--- src/pmfp_pkg.sv ---
// Shared types and constants for the physical memory and frame pool block.
// Used by pmfp_pool, phys_mem_frame_pool and the testbench; depends on nothing else.
package pmfp_pkg;

  // Default sizes of the byte memory and of one page frame.
  localparam int MEM_BYTES_DEF  = 4096;
  localparam int PAGE_BYTES_DEF = 256;
  localparam int FRAMES_DEF     = MEM_BYTES_DEF / PAGE_BYTES_DEF;

  // Command codes carried by a request.
  typedef enum logic [1:0] {
    CMD_READ   = 2'd0,
    CMD_WRITE  = 2'd1,
    CMD_TAKE   = 2'd2,
    CMD_RETURN = 2'd3
  } cmd_t;

  // Operation handed to the frame pool in the cycle a request is accepted.
  typedef struct packed {
    logic       take;
    logic       give;
    logic [7:0] frame;
  } pool_req_t;

  // Pool status: busy while formatting, ok for the current operation
  // (same cycle), frame popped by the last take (registered).
  typedef struct packed {
    logic       busy;
    logic       ok;
    logic [7:0] frame;
  } pool_rsp_t;

endpackage

--- src/pmfp_pool.sv ---
// Free frame pool: a LIFO stack of frame numbers held in a synchronous RAM.
// Depends on pmfp_pkg for the request and response structs.
module pmfp_pool import pmfp_pkg::*; #(
  parameter int FRAMES = FRAMES_DEF
) (
  input  logic      clk,
  input  logic      rst_n,
  input  pool_req_t req,
  output pool_rsp_t rsp
);

  localparam int FW = (FRAMES > 1) ? $clog2(FRAMES) : 1;
  localparam int CW = $clog2(FRAMES + 1);

  logic [FW-1:0] stack_mem [FRAMES];

  logic          init_r, init_nxt;
  logic [FW-1:0] init_idx_r, init_idx_nxt;
  logic [CW-1:0] count_r, count_nxt;
  logic [FW-1:0] pop_q_r;
  logic [CW-1:0] count_m1;
  logic          take_ok, give_ok;

  // Legality of the current operation against the fill level.
  always_comb begin
    count_m1 = count_r - CW'(1);
    take_ok  = req.take && (count_r != '0);
    give_ok  = req.give && (32'(req.frame) < FRAMES) && (32'(count_r) < FRAMES);
  end

  // Formatting sweep and fill level.
  always_comb begin
    init_nxt     = init_r;
    init_idx_nxt = init_idx_r;
    count_nxt    = count_r;
    if (init_r) begin
      init_idx_nxt = init_idx_r + FW'(1);
      if (32'(init_idx_r) == FRAMES - 1) begin
        init_nxt = 1'b0;
      end
    end else if (take_ok) begin
      count_nxt = count_m1;
    end else if (give_ok) begin
      count_nxt = count_r + CW'(1);
    end
  end

  always_ff @(posedge clk) begin
    if (!rst_n) begin
      init_r     <= 1'b1;
      init_idx_r <= '0;
      count_r    <= CW'(FRAMES);
    end else begin
      init_r     <= init_nxt;
      init_idx_r <= init_idx_nxt;
      count_r    <= count_nxt;
    end
  end

  // Stack RAM: the sweep lays out frames so that frame 0 ends on top,
  // a return pushes at the fill level, a take reads just below it.
  always_ff @(posedge clk) begin
    if (init_r) begin
      stack_mem[init_idx_r] <= FW'(FRAMES - 1) - init_idx_r;
    end else if (give_ok) begin
      stack_mem[count_r[FW-1:0]] <= FW'(req.frame);
    end
    if (take_ok) begin
      pop_q_r <= stack_mem[count_m1[FW-1:0]];
    end
  end

  assign rsp.busy  = init_r;
  assign rsp.ok    = take_ok || give_ok;
  assign rsp.frame = 8'(pop_q_r);

endmodule

--- config.mk ---
export PLATFORM = sky130hd
export DESIGN_NAME = pmfp_pool
export DESIGN_NICKNAME = d
export VERILOG_FILES = /design/src/pmfp_pkg.sv /design/src/pmfp_pool.sv
export SDC_FILE = /design/constraint.sdc
export NUM_CORES = 1
export LEC_CHECK = 0
export ABC_AREA = 1
export BUFFER_PORTS_ARGS = -buffer_cell sky130_fd_sc_hd__buf_2
export CAP_MARGIN = 20
export CORE_MARGIN = 2
export CORE_UTILIZATION = 54
export DETAILED_ROUTE_END_ITERATION = 10
export PLACE_DENSITY = 0.75
export REMOVE_ABC_BUFFERS = 1
export SYNTH_ARGS = -nofsm -noshare
export SYNTH_HDL_FRONTEND = slang
export SYNTH_SLANG_ARGS = --single-unit
--- constraint.sdc ---
create_clock -name clk -period 2.05 [get_ports clk]
set_clock_uncertainty 0.05 [all_clocks]
set_input_delay 0.41 -clock clk [delete_from_list [all_inputs] [get_ports clk]]
set_output_delay 0.41 -clock clk [all_outputs]
set_load 0.01 [all_outputs]
* Word level (Yosys, flattened, before mapping) *
Memory sizes are Yosys's and may differ from the RTL's. A register that Yosys moved wholly into a read port is not among the register bits.
Index checks and enable logic that the tools add are counted.

cells by class
  $lt $le $gt $ge = 2
  add/subtract/negate cells = 4
  mux-type cells = 12
  reduce and logical (&&, ||, !) cells = 8
  bitwise gates (word level) = 1
  eq/ne operators = 1

operator list
  operator                                                              number
  5-bit 2-to-1 mux                                                      2
  8-bit by 5-bit < comparator with 1-bit output, second input constant  1
  1-bit 2-to-1 mux                                                      8
  4-bit 2-to-1 mux                                                      2
  5-bit by 1-bit adder with 5-bit output, second input constant         1
  5-bit < comparator, second input constant                             1
  5-bit nonzero test                                                    1
  5-bit by 1-bit subtractor with 5-bit output, second input constant    1
  4-bit by 1-bit adder with 4-bit output, second input constant         1
  4-bit equality test, second input constant                            1
  4-bit OR reduction                                                    1
  4-bit subtractor, first input constant                                1
  1-bit logical AND                                                     3
  2-bit AND reduction                                                   1
  2-bit nonzero test                                                    1
  1-bit logical OR                                                      1
  1-bit inverter                                                        1

word-level totals
  output and inout port bits = 10
  input bits = 12
  bits in writable memories = 64
  word-level logic and storage cells = 32
  register bits after elaboration = 10
  memories = 1

memory list
  name       depth  bits a word  rd ports  clocked after Yosys merged registers in  write ports  line             text
  stack_mem  16     4            1         1                                        1            pmfp_pool.sv:15  logic [FW-1:0] stack_mem [FRAMES];

* Longest topological paths before layout *
  depth after elaboration = 8
  mapped depth = 14
  gate-level depth less buffers = 12

* Worst setup path before layout *
OpenSTA, ideal clock, no wires.

  path kind = input to register
  start point = input port req[4] in the netlist's numbering
  end point = memory stack_mem[0][0] in the netlist's numbering (data pin)
  data required time = 1.670 ns
  setup time = 0.330 ns
  path slack = 0.103 ns
  arrival time = 1.567 ns
  stages = 4
  buffers on the path = 1
  cell sequence = nor2_4 > nand4_4 > buf_6 > o21ai_0

between the ends
  cells in the longest elaborated chain, start to end = 8

RTL lines
  item                                           line             text
  start: declaration                             pmfp_pool.sv:8   input pool_req_t req,
  8-bit by 5-bit < comparator with 1-bit output  pmfp_pool.sv:28  give_ok = req.give && (32'(req.frame) < FRAMES) && (32'(count_r) < FRAMES);
  1-bit logical AND (2 in a row)                 pmfp_pool.sv:28
  1-bit 2-to-1 mux                               pmfp_pool.sv:65  end else if (give_ok) begin
  1-bit 2-to-1 mux                               pmfp_pool.sv:63  if (init_r) begin
  1-bit 2-to-1 mux (implied by the code)         pmfp_pool.sv:66  stack_mem[count_r[FW-1:0]] <= FW'(req.frame);
  4-bit OR reduction (no line)                   -
  4-bit 2-to-1 mux (no line)                     -
  end: declaration                               pmfp_pool.sv:15

Every way passes these cells.

==> flow_summary.yaml <==
floorplanning:
  top_level_ports: 22
  area_of_the_die_um2: 7390
  core_area_um2: 6420
  placement_rows: 29
  die_y_um: 86.0
  initial_utilization: 0.565
  die_width_um: 86.0
critical_path:
  cp_data_arrival_time_ps: 1510
  crit_path_max_fanout: 7
  worst_setup_path_end_kind: "output port"
  worstPathRequired_ps: 1590
  type_of_the_setup_path_with_the_least_slack: "reg2out"
  critical_path.startpoint_type: "flip-flop"
clock_network:
  cts-htree-levels: 3
  clk-insertion-delay-late_ps: 340
  cts.path.max_buffers: 2
  cts_tree: "done"
  cts_sinks: 78
  cts_setup_buffers: 0
  clock-root-buffer: "clkbuf_8"
  ctsHoldBuffers: 0
  tritoncts.num_buffers: 9
  cts.clk_slew.worst_paths_ps: 70
routing:
  dr.pass1.iters: 5
  route.antenna.remaining_nets: 0
  drcViolationCount: 0
  route.final.wire_length_mm: 7.64
  drt_iter0_markers: 342
  drt-wirelength-per-cell_um: 16.1
  post_drt_via_cell_ratio: 5.61
  vias: 2657
timing:
  finalSetupTns_ps: 0
  finalHoldViolations: 0
  finalCriticalPeriod_ps: 1970
  fmax_ghz: 0.509
  setup_viol: 0
  grt_setup_unrepaired: "no"
  whs_ps: 285
  finalCritPeriodShare: 0.959
  final-max-slew-violation-count: 0
job:
  maxCapViolCount: 0
yosys:
  netlist-cell-type-count: 29
  yosys_register_bits: 78
  syn-mean-instance-area_um2: 10.0
  ys_warn_count: 0
  synth.cell_area_um2: 3630
  synthCells: 361
  share_of_synthesized_area_occupied_by_flip_flops_and_latches: 0.618
placed_design:
  routabilityCongestion: 0.834
  hpwl_mm: 5.21
  buffer_ports.inserted: 17
  placedInstanceArea_um2: 3850
grt:
  antenna_found_initial: 0
  first_global_vias: 2446
  grt_start_max_net_pins: 37
  gr_util_all_layers: 0.220
  grt_first_pass_wirelength_mm: 12.1
  grt_overflow: 0
power:
  p_leak_uw: 0.00156
  total_power_uw: 3150
  power.ir.vdd_worst_mv: 0.424
  power_density_nw_per_um2: 768
finish:
  filler_cell_count: 505
  antenna-diode-count: 0
  postLayoutCellArea_um2: 4100
  post_route_cells_drive_above_1_share: 0.189
  seqCellArea_um2: 2240
  final_cell_mix: "69 x nor2_1, 68 x edfxtp_1, 54 x nand2_1, 37 x o21ai_0, 23 x nand3_1"
  syn_to_final_growth_pct: 13.0
  num-nets-final: 408
  final_common_cell: "nor2_1"
  multi_input_area_um2: 1220
status:
  status: "completed"
hold_path:
  hold_path.class: "in2reg"
per-layer routing:
metal / GRT usage / share of wire
met1: 0.305 / 0.44
met2: 0.342 / 0.48
met3: 0.0404 / 0.063
met4: 0.0967 / 0.018
met5: 0 / 0
sequential cells by signal (all words and copies together) (netlist names):
signal / flops
init_r: 1
init_idx_r: 4
stack_mem: 64
count_r: 5
pop_q_r: 4
power breakdown:
part           switching (µW)  internal (µW)  total [µW]
clock network             542            684        1230
logic                     109           45.1         154
registers                10.3           1760        1770
total                     662           2490        3150
cells by family (layout without fill, tap and decap cells):
logic type / after synthesis / count (layout) / synth area share
DFF: 78 / 78 / 0.618
and+or+nand+nor: 173 / 173 / 0.206
buffers and inverters: 42 / 75 / 0.0559
adders and majority gates: 4 / 4 / 0.0138
xor gates and xnor gates: 3 / 3 / 0.0124
other: 1 / 4 / 0.00103
AOI/OAI and AO/OA: 60 / 60 / 0.0931
area by class of cell:
type                            count  share of cell area
Clock buffer                       10              0.0311
Timing Repair Buffer               35              0.0568
Sequential cell                    78               0.547
Tap cell                           77              0.0235
Multi-Input combinational cell    244               0.298
Inverter                           24              0.0220
Clock inverter                      6              0.0208
synthesized netlist by cell type:
library cell | n | area share
nor2_1 | 79 | 0.082
edfxtp_1 | 68 | 0.56
nand2_1 | 54 | 0.056
o21ai_0 | 37 | 0.051
nand3_1 | 23 | 0.032
inv_1 | 22 | 0.023
o211ai_1 | 12 | 0.025
dfxtp_1 | 10 | 0.055
buf_2 | 9 | 0.012
a21oi_1 | 5 | 0.0069
buf_4 | 5 | 0.010
ha_1 | 4 | 0.014
nand4_1 | 4 | 0.0069
nor3_1 | 4 | 0.0055
o21ai_1 | 4 | 0.0055
nor2_4 | 3 | 0.0093
buf_6 | 2 | 0.0062
inv_2 | 2 | 0.0021
nand2_2 | 2 | 0.0034
o21ai_2 | 2 | 0.0048
xor2_1 | 2 | 0.0048
buf_1 | 1 | 0.0010
clkbuf_1 | 1 | 0.0010
conb_1 | 1 | 0.0010
nand4_4 | 1 | 0.0059
nor2_2 | 1 | 0.0017
nor4_1 | 1 | 0.0017
or2_2 | 1 | 0.0017
xnor2_4 | 1 | 0.0076
what timing repair did:
action,4_1_cts,5_1_grt
endpoints found under the setup margin,1,41
resized for setup,2,12
pin swaps,0,0
endpoints found under the hold margin,0,0
gates cloned,0,0
metrics by stage:
| step | setup slack, ps | util | instances |
|---|---|---|---|
| 2_1_floorplan | -653 | - | 346 |
| 3_3_place_gp | 100 | 0.600 | 458 |
| 3_5_place_dp | 48.2 | 0.600 | 458 |
| 4_1_cts | 63.6 | 0.634 | 474 |
| 5_1_grt | 5.05 | 0.638 | 474 |
| 6_report | 85.0 | 0.638 | 474 |
final timing paths:
kind	from	end	slack, ps	cells after the start
setup / recovery	count_r[1]	rsp[8]	80	8
hold / removal	rst_n	init_r	290	2
setup reg to reg	count_r[1]	pop_q_r[1]	160	8
hold reg to reg	init_idx_r[0]	init_idx_r[0]	500	2
critical path, cell delays in order, from the launching register on:
cell	delay (ps)
dfxtp_2	400
inv_2	90
ha_1	180
inv_1	50
nor2_1	30
nand2_1	100
nand2_4	80
nand2_1	90
buf_2	140
Note: power is estimated with default switching activity, not from simulation.
